File: config.mk
export PLATFORM = sky130hd
export DESIGN_NAME = jog_position_integrator_top
export DESIGN_NICKNAME = d
export VERILOG_FILES = /design/src/hw/rtl/jpi_pkg.sv /design/src/hw/rtl/jpi_regs.sv /design/src/hw/rtl/jpi_ctrl.sv /design/src/hw/rtl/jpi_dp.sv /design/src/hw/rtl/jog_position_integrator_top.sv
export SDC_FILE = /design/constraint.sdc
export NUM_CORES = 2
export LEC_CHECK = 0
export ABC_AREA = 0
export ABC_CLOCK_PERIOD_IN_PS = 6970
export BUFFER_PORTS_ARGS = -buffer_cell sky130_fd_sc_hd__buf_4
export CAP_MARGIN = 40
export CORE_MARGIN = 3
export CORE_UTILIZATION = 40
export DETAILED_ROUTE_END_ITERATION = 8
export MAX_ROUTING_LAYER = met4
export PLACE_DENSITY = 0.55
export SYNTH_ARGS = -nofsm -noshare
export SYNTH_HDL_FRONTEND = slang
export SYNTH_HIERARCHICAL = 1
export SYNTH_SLANG_ARGS = --single-unit
export TNS_END_PERCENT = 1
File: constraint.sdc
create_clock -name clk -period 6.97 [get_ports clk]
set_input_delay 0.3485 -clock clk [delete_from_list [all_inputs] [get_ports clk]]
set_output_delay 0.3485 -clock clk [all_outputs]
set_load 0.05 [all_outputs]
File: src/hw/rtl/jpi_pkg.sv
`default_nettype none

package jpi_pkg;

    localparam int AXES     = 3;
    localparam int POS_W    = 21;
    localparam int SPD_W    = 6;
    localparam int MS_W     = 16;
    localparam int RATE_W   = 10;
    localparam int FEED_W   = 19;

    // internal widths
    localparam int MAG_W    = 6;
    localparam int MSC_W    = 7;
    localparam int S_W      = 12;
    localparam int RR_W     = 2 * RATE_W;
    localparam int P_W      = 32;
    localparam int N_W      = P_W + 8;
    localparam int ROOT_W   = N_W / 2;
    localparam int REM_W    = ROOT_W + 4;
    localparam int FM_W     = FEED_W + MSC_W;
    localparam int X_W      = 31;
    localparam int Q_W      = 20;
    localparam int CNT_W    = 5;
    localparam int AX_W     = 2;

    localparam logic [MSC_W-1:0]  MS_MAX    = 7'd100;
    localparam logic [FEED_W-1:0] FEED_MAX  = 19'h7FFFF;
    localparam logic [P_W-1:0]    P_MIN     = 32'd3;
    localparam logic [31:0]       MOVE_DIV  = 32'd4000;
    // floor(2^43 / 4000)
    localparam logic [31:0]       RECIP_M   = 32'd2199023255;
    localparam int                RECIP_SH  = 43;

    // configuration port
    localparam int ADDR_W  = 5;
    localparam int IDX_W   = 3;
    localparam logic [IDX_W-1:0] REG_RATE_XY = 3'd0;
    localparam logic [IDX_W-1:0] REG_RATE_Z  = 3'd1;
    localparam logic [IDX_W-1:0] REG_LIMIT_X = 3'd2;
    localparam logic [IDX_W-1:0] REG_LIMIT_Y = 3'd3;
    localparam logic [IDX_W-1:0] REG_LIMIT_Z = 3'd4;

    typedef logic [POS_W-1:0] pos_t;

    typedef struct packed {
        logic [RATE_W-1:0] rate_xy;
        logic [RATE_W-1:0] rate_z;
        pos_t              limit_x;
        pos_t              limit_y;
        pos_t              limit_z;
    } cfg_t;

    typedef struct packed {
        logic            accept;
        logic            prep;
        logic            prod;
        logic            sqrt_step;
        logic            feed;
        logic            mul;
        logic            recip;
        logic            corr;
        logic            upd;
        logic            result;
        logic [AX_W-1:0] axis;
    } cmd_t;

    typedef struct packed {
        logic is_load;
        logic go;
        logic out_blocked;
    } stat_t;

endpackage

`default_nettype wire

File: src/hw/rtl/jpi_regs.sv
`default_nettype none

module jpi_regs (
    input  logic                       clk,
    input  logic                       rst_n,
    input  logic                       psel,
    input  logic                       penable,
    input  logic                       pwrite,
    input  logic [jpi_pkg::ADDR_W-1:0] paddr,
    input  logic [31:0]                pwdata,
    output logic [31:0]                prdata,
    output jpi_pkg::cfg_t              cfg
);
    import jpi_pkg::*;

    cfg_t             cfg_reg;
    logic [IDX_W-1:0] idx;
    logic             wr;

    assign idx = paddr[ADDR_W-1:2];
    assign wr  = psel && penable && pwrite;
    assign cfg = cfg_reg;

    always_ff @(posedge clk or negedge rst_n)
    begin
        if (!rst_n)
        begin
            cfg_reg.rate_xy <= 10'd120;
            cfg_reg.rate_z  <= 10'd10;
            cfg_reg.limit_x <= 21'd312320;
            cfg_reg.limit_y <= 21'd312320;
            cfg_reg.limit_z <= 21'd312320;
        end
        else if (wr)
        begin
            unique case (idx)
                REG_RATE_XY: cfg_reg.rate_xy <= pwdata[RATE_W-1:0];
                REG_RATE_Z:  cfg_reg.rate_z  <= pwdata[RATE_W-1:0];
                REG_LIMIT_X: cfg_reg.limit_x <= pwdata[POS_W-1:0];
                REG_LIMIT_Y: cfg_reg.limit_y <= pwdata[POS_W-1:0];
                REG_LIMIT_Z: cfg_reg.limit_z <= pwdata[POS_W-1:0];
                default:     ;
            endcase
        end
    end

    always_comb
    begin
        unique case (idx)
            REG_RATE_XY: prdata = 32'(cfg_reg.rate_xy);
            REG_RATE_Z:  prdata = 32'(cfg_reg.rate_z);
            REG_LIMIT_X: prdata = 32'(cfg_reg.limit_x);
            REG_LIMIT_Y: prdata = 32'(cfg_reg.limit_y);
            REG_LIMIT_Z: prdata = 32'(cfg_reg.limit_z);
            default:     prdata = '0;
        endcase
    end

endmodule

`default_nettype wire

File: src/hw/rtl/jpi_ctrl.sv
`default_nettype none

module jpi_ctrl (
    input  logic           clk,
    input  logic           rst_n,
    input  logic           in_valid,
    output logic           in_stall,
    input  jpi_pkg::stat_t stat,
    output jpi_pkg::cmd_t  cmd
);
    import jpi_pkg::*;

    localparam logic [3:0] S_IDLE  = 4'd0;
    localparam logic [3:0] S_PREP  = 4'd1;
    localparam logic [3:0] S_PROD  = 4'd2;
    localparam logic [3:0] S_SQRT  = 4'd3;
    localparam logic [3:0] S_FEED  = 4'd4;
    localparam logic [3:0] S_MUL   = 4'd5;
    localparam logic [3:0] S_RECIP = 4'd6;
    localparam logic [3:0] S_CORR  = 4'd7;
    localparam logic [3:0] S_UPD   = 4'd8;
    localparam logic [3:0] S_DONE  = 4'd9;

    logic [3:0]       state_reg, state_next;
    logic [CNT_W-1:0] cnt_reg, cnt_next;
    logic [AX_W-1:0]  axis_reg, axis_next;

    always_ff @(posedge clk or negedge rst_n)
    begin
        if (!rst_n)
        begin
            state_reg <= S_IDLE;
            cnt_reg   <= '0;
            axis_reg  <= '0;
        end
        else
        begin
            state_reg <= state_next;
            cnt_reg   <= cnt_next;
            axis_reg  <= axis_next;
        end
    end

    assign in_stall = (state_reg != S_IDLE);

    always_comb
    begin
        state_next = state_reg;
        cnt_next   = cnt_reg;
        axis_next  = axis_reg;
        cmd        = '0;
        cmd.axis   = axis_reg;
        unique case (state_reg)
            S_IDLE:
            begin
                if (in_valid)
                begin
                    cmd.accept = 1'b1;
                    state_next = S_PREP;
                end
            end
            S_PREP:
            begin
                // load items already took effect on accept
                if (stat.is_load)
                    state_next = S_DONE;
                else
                begin
                    cmd.prep   = 1'b1;
                    state_next = S_PROD;
                end
            end
            S_PROD:
            begin
                cmd.prod   = 1'b1;
                cnt_next   = '0;
                state_next = S_SQRT;
            end
            S_SQRT:
            begin
                if (!stat.go)
                    state_next = S_DONE;
                else
                begin
                    cmd.sqrt_step = 1'b1;
                    cnt_next      = cnt_reg + 1'b1;
                    if (cnt_reg == CNT_W'(ROOT_W - 1))
                        state_next = S_FEED;
                end
            end
            S_FEED:
            begin
                cmd.feed   = 1'b1;
                axis_next  = '0;
                state_next = S_MUL;
            end
            S_MUL:
            begin
                cmd.mul    = 1'b1;
                state_next = S_RECIP;
            end
            S_RECIP:
            begin
                cmd.recip  = 1'b1;
                state_next = S_CORR;
            end
            S_CORR:
            begin
                cmd.corr   = 1'b1;
                state_next = S_UPD;
            end
            S_UPD:
            begin
                cmd.upd = 1'b1;
                if (axis_reg == AX_W'(AXES - 1))
                    state_next = S_DONE;
                else
                begin
                    axis_next  = axis_reg + 1'b1;
                    state_next = S_MUL;
                end
            end
            S_DONE:
            begin
                if (!stat.out_blocked)
                begin
                    cmd.result = 1'b1;
                    state_next = S_IDLE;
                end
            end
            default:
            begin
                state_next = S_IDLE;
            end
        endcase
    end

endmodule

`default_nettype wire

File: src/hw/rtl/jpi_dp.sv
`default_nettype none

module jpi_dp (
    input  logic                              clk,
    input  logic                              rst_n,
    input  jpi_pkg::cmd_t                     cmd,
    output jpi_pkg::stat_t                    stat,
    input  jpi_pkg::cfg_t                     cfg,
    input  logic                              op,
    input  logic signed [jpi_pkg::SPD_W-1:0]  speed_x,
    input  logic signed [jpi_pkg::SPD_W-1:0]  speed_y,
    input  logic signed [jpi_pkg::SPD_W-1:0]  speed_z,
    input  logic [jpi_pkg::MS_W-1:0]          elapsed_ms,
    input  jpi_pkg::pos_t                     load_x,
    input  jpi_pkg::pos_t                     load_y,
    input  jpi_pkg::pos_t                     load_z,
    input  logic                              out_stall,
    output logic                              out_valid,
    output logic                              moved,
    output jpi_pkg::pos_t                     pos_x,
    output jpi_pkg::pos_t                     pos_y,
    output jpi_pkg::pos_t                     pos_z,
    output logic [jpi_pkg::FEED_W-1:0]        feed,
    output logic                              rumble
);
    import jpi_pkg::*;

    // item registers
    logic                     op_reg;
    logic signed [SPD_W-1:0]  spd_reg [AXES];
    logic [MSC_W-1:0]         ms_reg;
    pos_t                     cur_reg [AXES];

    // arithmetic registers
    logic [S_W-1:0]           s_reg;
    logic [RR_W-1:0]          rr_reg;
    logic [P_W-1:0]           p_reg;
    logic [N_W-1:0]           n_reg;
    logic [ROOT_W-1:0]        root_reg;
    logic [REM_W-1:0]         rem_reg;
    logic [FEED_W-1:0]        feed_reg;
    logic [FM_W-1:0]          fm_reg;
    logic [X_W-1:0]           x_reg;
    logic [Q_W-1:0]           q0_reg;
    logic [Q_W-1:0]           q_reg;
    logic                     moved_reg;
    logic                     rumble_reg;

    // result register
    logic                     out_valid_reg;
    logic                     out_moved_reg;
    pos_t                     out_pos_reg [AXES];
    logic [FEED_W-1:0]        out_feed_reg;
    logic                     out_rumble_reg;

    logic [MAG_W-1:0]         mag [AXES];
    logic [S_W-1:0]           s_sum;
    logic [RATE_W-1:0]        rate_sel;
    logic [RR_W-1:0]          rr;
    logic [P_W-1:0]           p;
    logic [REM_W-1:0]         rem_sh;
    logic [REM_W-1:0]         trial;
    logic [FEED_W-1:0]        root_sat;
    logic [FM_W-1:0]          fm;
    logic [MAG_W-1:0]         mag_sel;
    logic [31:0]              x_full;
    logic [X_W+31:0]          recip_prod;
    logic [31:0]              q0k;
    logic [31:0]              rem_d;
    logic [Q_W-1:0]           q;
    pos_t                     cur_sel;
    pos_t                     lim_sel;
    logic                     neg;
    logic                     under;
    logic                     over;
    logic                     before_bound;
    logic [POS_W:0]           sum;
    pos_t                     new_pos;
    logic [MSC_W-1:0]         ms_clamp;

    always_comb
    begin
        for (int a = 0; a < AXES; a++)
            mag[a] = spd_reg[a][SPD_W-1] ? MAG_W'(-spd_reg[a]) : MAG_W'(spd_reg[a]);
    end

    assign s_sum    = S_W'(mag[0]) * S_W'(mag[0]) + S_W'(mag[1]) * S_W'(mag[1])
                    + S_W'(mag[2]) * S_W'(mag[2]);
    assign rate_sel = (spd_reg[2] != '0) ? cfg.rate_z : cfg.rate_xy;
    assign rr       = RR_W'(rate_sel) * RR_W'(rate_sel);
    assign p        = P_W'(s_reg) * P_W'(rr_reg);

    // one root bit per step: bring down two radicand bits, try 4*root+1
    assign rem_sh   = {rem_reg[REM_W-3:0], n_reg[N_W-1 -: 2]};
    assign trial    = REM_W'({root_reg, 2'b01});

    assign root_sat = root_reg[ROOT_W-1] ? FEED_MAX : root_reg[FEED_W-1:0];
    assign fm       = FM_W'(root_sat) * FM_W'(ms_reg);

    assign mag_sel    = mag[cmd.axis];
    assign x_full     = 32'(mag_sel) * 32'(fm_reg);
    assign recip_prod = (X_W+32)'(x_reg) * (X_W+32)'(RECIP_M);
    assign q0k        = 32'(q0_reg) * MOVE_DIV;
    assign rem_d      = 32'(x_reg) - q0k;
    assign q          = (rem_d >= MOVE_DIV) ? q0_reg + 1'b1 : q0_reg;

    assign ms_clamp = (elapsed_ms > MS_W'(MS_MAX)) ? MS_MAX : elapsed_ms[MSC_W-1:0];

    always_comb
    begin
        case (cmd.axis)
            2'd0:    lim_sel = cfg.limit_x;
            2'd1:    lim_sel = cfg.limit_y;
            default: lim_sel = cfg.limit_z;
        endcase
    end

    assign cur_sel      = cur_reg[cmd.axis];
    assign neg          = spd_reg[cmd.axis][SPD_W-1];
    assign before_bound = (cur_sel == '0) || (cur_sel >= lim_sel);
    assign under        = neg && ((POS_W+1)'(q_reg) > (POS_W+1)'(cur_sel));
    assign sum          = neg ? (POS_W+1)'(cur_sel) - (POS_W+1)'(q_reg)
                              : (POS_W+1)'(cur_sel) + (POS_W+1)'(q_reg);
    assign over         = !under && (sum > (POS_W+1)'(lim_sel));
    assign new_pos      = under ? '0 : (over ? lim_sel : sum[POS_W-1:0]);

    assign stat.is_load     = op_reg;
    assign stat.go          = (p_reg >= P_MIN);
    assign stat.out_blocked = out_valid_reg && out_stall;

    always_ff @(posedge clk or negedge rst_n)
    begin
        if (!rst_n)
        begin
            for (int a = 0; a < AXES; a++)
                cur_reg[a] <= '0;
            out_valid_reg <= 1'b0;
        end
        else
        begin
            if (cmd.accept && op)
            begin
                cur_reg[0] <= load_x;
                cur_reg[1] <= load_y;
                cur_reg[2] <= load_z;
            end
            else if (cmd.upd)
                cur_reg[cmd.axis] <= new_pos;

            if (cmd.result)
                out_valid_reg <= 1'b1;
            else if (out_valid_reg && !out_stall)
                out_valid_reg <= 1'b0;
        end
    end

    always_ff @(posedge clk)
    begin
        if (cmd.accept)
        begin
            op_reg     <= op;
            spd_reg[0] <= speed_x;
            spd_reg[1] <= speed_y;
            spd_reg[2] <= speed_z;
            ms_reg     <= ms_clamp;
            moved_reg  <= 1'b0;
            rumble_reg <= 1'b0;
            feed_reg   <= '0;
            p_reg      <= '0;
        end
        if (cmd.prep)
        begin
            s_reg  <= s_sum;
            rr_reg <= rr;
        end
        if (cmd.prod)
        begin
            p_reg    <= p;
            n_reg    <= {p, 8'h00};
            root_reg <= '0;
            rem_reg  <= '0;
        end
        if (cmd.sqrt_step)
        begin
            n_reg <= n_reg << 2;
            if (rem_sh >= trial)
            begin
                rem_reg  <= rem_sh - trial;
                root_reg <= {root_reg[ROOT_W-2:0], 1'b1};
            end
            else
            begin
                rem_reg  <= rem_sh;
                root_reg <= {root_reg[ROOT_W-2:0], 1'b0};
            end
        end
        if (cmd.feed)
        begin
            feed_reg  <= root_sat;
            fm_reg    <= fm;
            moved_reg <= 1'b1;
        end
        if (cmd.mul)
            x_reg <= x_full[X_W-1:0];
        if (cmd.recip)
            q0_reg <= recip_prod[RECIP_SH+Q_W-1:RECIP_SH];
        if (cmd.corr)
            q_reg <= q;
        if (cmd.upd && (under || over) && !before_bound)
            rumble_reg <= 1'b1;
        if (cmd.result)
        begin
            out_moved_reg  <= moved_reg;
            out_pos_reg[0] <= cur_reg[0];
            out_pos_reg[1] <= cur_reg[1];
            out_pos_reg[2] <= cur_reg[2];
            out_feed_reg   <= feed_reg;
            out_rumble_reg <= rumble_reg;
        end
    end

    assign out_valid = out_valid_reg;
    assign moved     = out_moved_reg;
    assign pos_x     = out_pos_reg[0];
    assign pos_y     = out_pos_reg[1];
    assign pos_z     = out_pos_reg[2];
    assign feed      = out_feed_reg;
    assign rumble    = out_rumble_reg;

endmodule

`default_nettype wire

File: src/hw/rtl/jog_position_integrator_top.sv
`default_nettype none

// Three-axis jog position integrator. One item is worked on at a time and a
// finished result sits in an output register, so the next item is taken while
// the previous result waits. A moving jog tick runs the bit-per-cycle square
// root that forms the feedrate, then the per-axis sequence of distance
// multiply, reciprocal divide by 4000, correction and clamped position update,
// run once for each axis; a load item or a jog tick below the motion threshold
// skips both. Configuration registers sit at byte addresses 0, 4, 8, 12 and
// 16; the user must write them only while no item is in flight, as the block
// itself does not enforce this.
module jog_position_integrator_top (
    input  logic                              clk,
    input  logic                              rst_n,
    input  logic                              psel,
    input  logic                              penable,
    input  logic                              pwrite,
    input  logic [jpi_pkg::ADDR_W-1:0]        paddr,
    input  logic [31:0]                       pwdata,
    output logic [31:0]                       prdata,
    output logic                              pready,
    input  logic                              in_valid,
    output logic                              in_stall,
    input  logic                              op,
    input  logic signed [jpi_pkg::SPD_W-1:0]  speed_x,
    input  logic signed [jpi_pkg::SPD_W-1:0]  speed_y,
    input  logic signed [jpi_pkg::SPD_W-1:0]  speed_z,
    input  logic [jpi_pkg::MS_W-1:0]          elapsed_ms,
    input  jpi_pkg::pos_t                     load_x,
    input  jpi_pkg::pos_t                     load_y,
    input  jpi_pkg::pos_t                     load_z,
    output logic                              out_valid,
    input  logic                              out_stall,
    output logic                              moved,
    output jpi_pkg::pos_t                     pos_x,
    output jpi_pkg::pos_t                     pos_y,
    output jpi_pkg::pos_t                     pos_z,
    output logic [jpi_pkg::FEED_W-1:0]        feed,
    output logic                              rumble
);
    import jpi_pkg::*;

    cfg_t  cfg;
    cmd_t  cmd;
    stat_t stat;

    assign pready = 1'b1;

    jpi_regs u_regs (
        .clk     (clk),
        .rst_n   (rst_n),
        .psel    (psel),
        .penable (penable),
        .pwrite  (pwrite),
        .paddr   (paddr),
        .pwdata  (pwdata),
        .prdata  (prdata),
        .cfg     (cfg)
    );

    jpi_ctrl u_ctrl (
        .clk      (clk),
        .rst_n    (rst_n),
        .in_valid (in_valid),
        .in_stall (in_stall),
        .stat     (stat),
        .cmd      (cmd)
    );

    jpi_dp u_dp (
        .clk        (clk),
        .rst_n      (rst_n),
        .cmd        (cmd),
        .stat       (stat),
        .cfg        (cfg),
        .op         (op),
        .speed_x    (speed_x),
        .speed_y    (speed_y),
        .speed_z    (speed_z),
        .elapsed_ms (elapsed_ms),
        .load_x     (load_x),
        .load_y     (load_y),
        .load_z     (load_z),
        .out_stall  (out_stall),
        .out_valid  (out_valid),
        .moved      (moved),
        .pos_x      (pos_x),
        .pos_y      (pos_y),
        .pos_z      (pos_z),
        .feed       (feed),
        .rumble     (rumble)
    );

`ifndef SYNTHESIS
    // an accepted item keeps the input side closed on the next cycle
    a_one_item: assert property (@(posedge clk) disable iff (!rst_n)
        (in_valid && !in_stall) |=> in_stall)
        else $error("input accepted twice in a row");

    a_still_quiet: assert property (@(posedge clk) disable iff (!rst_n)
        (out_valid && !moved) |-> (feed == '0 && !rumble))
        else $error("result without motion carries feed or rumble");

    a_moving_feed: assert property (@(posedge clk) disable iff (!rst_n)
        (out_valid && moved) |-> (feed != '0))
        else $error("moving result with zero feed");
`endif

endmodule

`default_nettype wire
# After elaboration in Yosys (flattened, before gate mapping)
# Memories as Yosys holds them, arrays and structs flattened.
# Cells that the tools add are included.
[classes]
addsub = 12
n_mul = 9
n_lt_le_gt_ge = 9
n_eq_ne = 21
mux = 65
n_bitwise = 1
reduce_logical = 36
[ops]
columns = ["operator", "n"]
rows = [
  ["$mux 63", 2],
  ["$mux 21", 5],
  ["$pmux 21 s5", 1],
  ["$mux 22", 4],
  ["$mux 40", 2],
  ["$mux 32", 2],
  ["$bwmux 63", 1],
  ["$mul 31x32->63 const B", 1],
  ["$mux 20", 3],
  ["$mux 19", 3],
  ["$bmux 21 s2", 1],
  ["$demux 21 s2", 1],
  ["$pmux 21 s2", 1],
  ["$pmux 4 s10", 1],
  ["$mul 6x6->12", 3],
  ["$ge 32x12->1 const B", 1],
  ["$ge 32x2->1 const B", 1],
  ["$mul 12x20->32", 1],
  ["$sub 31x32->32", 1],
  ["$mul 6x26->31", 1],
  ["$mux 6", 5],
  ["$mul 20x7->27 const B", 1],
  ["$mul 19x7->26", 1],
  ["$add 12x12->12", 2],
  ["49 further kinds", 108],
]
[totals]
ff_bits = 443
ramBits = 81
inputBits = 142
wordCells = 186
mem_count = 2
[memory_table]
columns = ["memory", "depth", "word_bits", "read_ports", "rd_ports_with_merged_regs", "wr", "line", "rtl"]
rows = [
  ["u_dp.out_pos_reg", 3, 21, 3, 0, 3, "jpi_dp.sv:52", "pos_t out_pos_reg [AXES];"],
  ["u_dp.spd_reg", 3, 6, 4, 0, 3, "jpi_dp.sv:30", "logic signed [SPD_W-1:0] spd_reg [AXES];"],
]

# Longest topological paths before layout
[depth]
depth_word = 13
depth_mapped = 32
ltp_nobuf = 30

# Cells and area by module
# Netlist, hierarchy kept.
[modules_own_cells]
columns = ["mod", "instances", "cells_per_inst", "area_per_inst_um2", "seq_area_each_um2"]
rows = [
  ["jpi_dp", 1, 6131, 60496.8, 12542.0],
  ["jpi_regs", 1, 283, 3905.0, 2099.5],
  ["jpi_ctrl", 1, 91, 774.5, 275.3],
  ["jog_position_integrator_top", 1, 2, 11.3, 0.0],
]

# Worst setup path after synthesis
# No wires, ideal clock.
[synth_path]
kind = "register to register"
start = "register u_dp.out_valid_reg (netlist: u_dp/out_valid)"
end = "register u_dp.out_valid_reg (netlist: u_dp/out_valid)"
setup_time_ns = 0.099
t_arrival_ns = 7.147
required_ns = 6.871
slack_ns = -0.275
path_stages_with_launch = 4
path_buffers = 0
synth_period_minus_slack_ns = 7.245
cell_sequence = "dfrtp_1 > and2_1 > nor3_1 > or2_2"
[synth_lines]
columns = ["element", "line", "rtl"]
rows = [
  ["start: declaration", "jpi_dp.sv:50", "logic out_valid_reg;"],
  ["start signal: assignment", "jpi_dp.sv:137", "out_valid_reg <= 1'b0;"],
  ["start signal: assignment", "jpi_dp.sv:151", "out_valid_reg <= 1'b1;"],
  ["start signal: assignment", "jpi_dp.sv:153", "out_valid_reg <= 1'b0;"],
]

# Worst setup path after layout
[layout_path]
start = "register u_dp.q0_reg[2]"
end = "register u_dp.q_reg[19], data pin"
[layout_between]
elab_chain_cells = 4
word_cells_on_any_way = 5
[layout_lines]
columns = ["element", "line", "rtl"]
rows = [
  ["start: declaration", "jpi_dp.sv:44", "logic [Q_W-1:0] q0_reg;"],
  ["start signal: assignment", "jpi_dp.sv:206", "q0_reg <= recip_prod[RECIP_SH+Q_W-1:RECIP_SH];"],
  ["$mul 20x7->27", "jpi_dp.sv:103", "assign q0k = 32'(q0_reg) * MOVE_DIV;"],
  ["$sub 31x32->32", "jpi_dp.sv:104", "assign rem_d = 32'(x_reg) - q0k;"],
  ["$ge 32x12->1", "jpi_dp.sv:105", "assign q = (rem_d >= MOVE_DIV) ? q0_reg + 1'b1 : q0_reg;"],
  ["$mux 20 *", "jpi_dp.sv:105", ""],
  ["via u_dp.q[19]", "jpi_dp.sv:70", "logic [Q_W-1:0] q;"],
  ["end signal: assignment", "jpi_dp.sv:208", "q_reg <= q;"],
  ["end: declaration", "jpi_dp.sv:45", "logic [Q_W-1:0] q_reg;"],
]
# The timed path passes the listed nets; every way through them passes the cells marked *.
# A chain may end at the register's enable or synchronous reset.

==> flow_summary.ini <==
[status]
status = complete, but fails checks
violations = negative setup slack

[global_routing]
grt_antenna_before_repair = 5
overflow = 0
grt_pass1_vias = 51100
grt_max_degree = 92
track_usage_pct = 22.62
grt_pass1_wl_um = 292000

[logic_synthesis]
netlist_area_um2 = 65190
synth_edf_count = 363
syn_inst = 6507
synth-adder-area-share_pct = 41.96
syn_avg_cell_area_um2 = 10.02
synth_top_flop_cell = edfxtp_1
synth_compound_area_share_pct = 9.019
yosysWarnings = 6
synth.yosys.seq_area_share_pct = 22.88
synth_top_family_by_area = adder cells
synth_cell_types = 109
ys_ff_latch = 523
async_reset_ff_share_pct = 30.21
synth_simple_gate_area_share_pct = 11.44
synth_top_cell_by_area = fa_1
synth_top_area_share_pct = 26.41
synth_area_leaders = fa_1 (26%), edfxtp_1 (17%), ha_1 (16%), inv_1 (7.1%), dfrtp_1 (5.4%)
synth_xor_area_share_pct = 2.956
synthMuxAreaShare_pct = 3.328

[floorplanning]
core_area_um2 = 161300
pin_count = 261
dieArea_um2 = 167900
fp.dieH_um = 409.7
start_util_pct = 40.41
die_w_um = 409.7
num_rows = 147

[route]
dr_total_vias = 48220
drt_iter0_markers = 2958
drc_errors = 0
routedWlPerCell_um = 19.20
firstDrtPassIters = 5
vias_per_cell = 5.069
wl_um = 182600
final_antenna_net_count = 0

[finish]
final_cell_mix = inv_1 (1218), fa_1 (859), ha_1 (802)
largest_reg_flops = 83
register_area_um2 = 14920
fill_cells = 15070
final_common_cell = inv_1
multi_input_area_um2 = 45430
final_layout_size_suffix_gt1_share_pct = 16.23
instances_no_fill = 9512
area_growth_pct = 18.42
nets = 9109

[setup_path]
path_class = flip-flop to flip-flop
slowest_delay_ns = 0.57
r2r-start = u_dp/q0_reg[2]$_DFFE_PP_
endpoint_kind = flip-flop
crit_arrival_ns = 7.75
crit_required_ns = 7.37
slowest_stage = fa_1
critical_path.startpoint = u_dp/q0_reg[2]$_DFFE_PP_
worst_setup_path_start_kind = flip-flop
cp_max_fo = 8
path_common_cell = fa_1

[run]
maxCapViolCount = 0

[sta]
fin_skew_ns = 0.05317
slew_headroom_pct = 37.64
worst_pin_slew_ns = 0.9320
setup_viol = 32
finalHoldViolations = 0
fin_crit_sh_pct = 105.4
rsz0062_at_grt = yes
slew_violations = 0
period_needed_ns = 7.346
layout_setup_ws_ns = -0.3760
maxClockFrequency_mhz = 136.1

[clocking]
tritoncts = built
clk-insertion-delay-late_ns = 0.66
h-tree-depth = 3
clk_path_buf_depth = 3
clkSlewWorstSetupHoldPaths_ns = 0.06
root_buffer = clkbuf_16
cts_buffers = 66
cts_sinks = 523

[place]
place.gp.congestion = 0.9288
place_inst = 9262
hpwl_um = 150100
numPortBuffers = 235

[hold_path]
min_path_type = input pin to flip-flop
min_from = load_x[20]
==> cells by family (layout without fill, tap and decap cells) <==
family,after synthesis,count (layout)
AND/OR/NAND/NOR,1562,1562
AO/OA/AOI/OAI,904,904
buffers and inverters,1424,2253
XOR/XNOR,220,220
flip-flops,523,523
adder cells (fa/ha/maj),1670,1670
other,4,20
multiplexers,200,200
==> layout make-up <==
type                       count  area share (%)
clock inverter                48          0.8331
inverter                    1231           5.986
sequential                   523           19.33
multi-input combinational   4574           58.85
timing repair buffer         901           9.298
antenna                        2        0.006483
tap                         2160           3.501
clock buffer                  73           2.201
==> path summary, 6_finish.rpt <==
| path | endpoint | slack [ns] | cells past startpoint |
|---|---|---|---|
| max in group asynchronous | u_ctrl/axis_reg[1]$_DFFE_PN0P_ | 5.32 | 4 |
| worst min-delay path | u_dp/cur_reg[62]$_DFFE_PN0P_ | 0.1 | 3 |
| worst max register to register | u_dp/q_reg[19]$_DFFE_PP_ | -0.38 | 30 |
| worst min register to register | u_dp/feed[2]$_DFFE_PP_ | 0.42 | 0 |
| worst max-delay path | u_dp/q_reg[19]$_DFFE_PP_ | -0.38 | 30 |
| min in group asynchronous | u_regs/cfg[26]$_DFFE_PN0P_ | 0.34 | 2 |
==> worst max-delay path, delay by kind of cell, from the launching register on <==
kind                     cells  cell delay [ns]
adder cells (fa/ha/maj)      6             2.52
AND/OR/NAND/NOR              9             1.65
flip-flops                   1             0.49
AO/OA/AOI/OAI                9             1.68
XOR/XNOR                     2             0.34
buffers and inverters        4             0.41
==> cell usage after synthesis (all sizes together), types with 61 or more instances <==
master / number
a21oi: 234
a21o: 83
o21ai: 247
mux2: 104
dfrtp: 140
fa: 860
nor3: 61
xor2: 68
and2: 147
clkbuf: 138
nor2: 373
edfxtp: 363
ha: 810
mux2i: 96
nand2: 575
xnor2: 152
nor2b: 93
inv: 1228
==> metal layers <==
metal | GRT usage [%] | vias up | part of all wire [%]
met5 | - | - | 0
met4 | 5.520 | 0 | 2.4
met3 | 2.437 | 179 | 4.5
met2 | 35.60 | 1041 | 46
met1 | 31.40 | 24140 | 47
li1 | - | 22860 | -
==> through the flow <==
| step | hold slack (ns) | setup slack [ns] | TNS [ns] | area (µm²) | utilization, % |
|---|---|---|---|---|---|
| after floorplan | 0.05291 | -0.2162 | -2.706 | 65250 | - |
| after global placement | 0.4129 | -0.7132 | -20.45 | 72940 | 45.22 |
| after detailed placement | 0.4045 | -0.8090 | -23.08 | 73090 | 45.31 |
| after CTS | 0.03179 | -0.4709 | -10.52 | 76960 | 47.71 |
| after global routing | 0.07838 | -0.8310 | -23.14 | 77200 | 47.86 |
| final | 0.09967 | -0.3760 | -8.686 | 77200 | 47.86 |
==> timing repair <==
item                                   CTS  global route
pin swaps                               46            15
endpoints found under the hold margin  243             0
gates resized for setup                 61            47
gates cloned                             1             0
setup endpoints to repair               40           111
hold buffers                           110             0
buffers inserted                        15             1
Power is left out: the tool's default activity adds up to more than one toggle a clock period on the data nets, which glitch-free logic cannot reach.
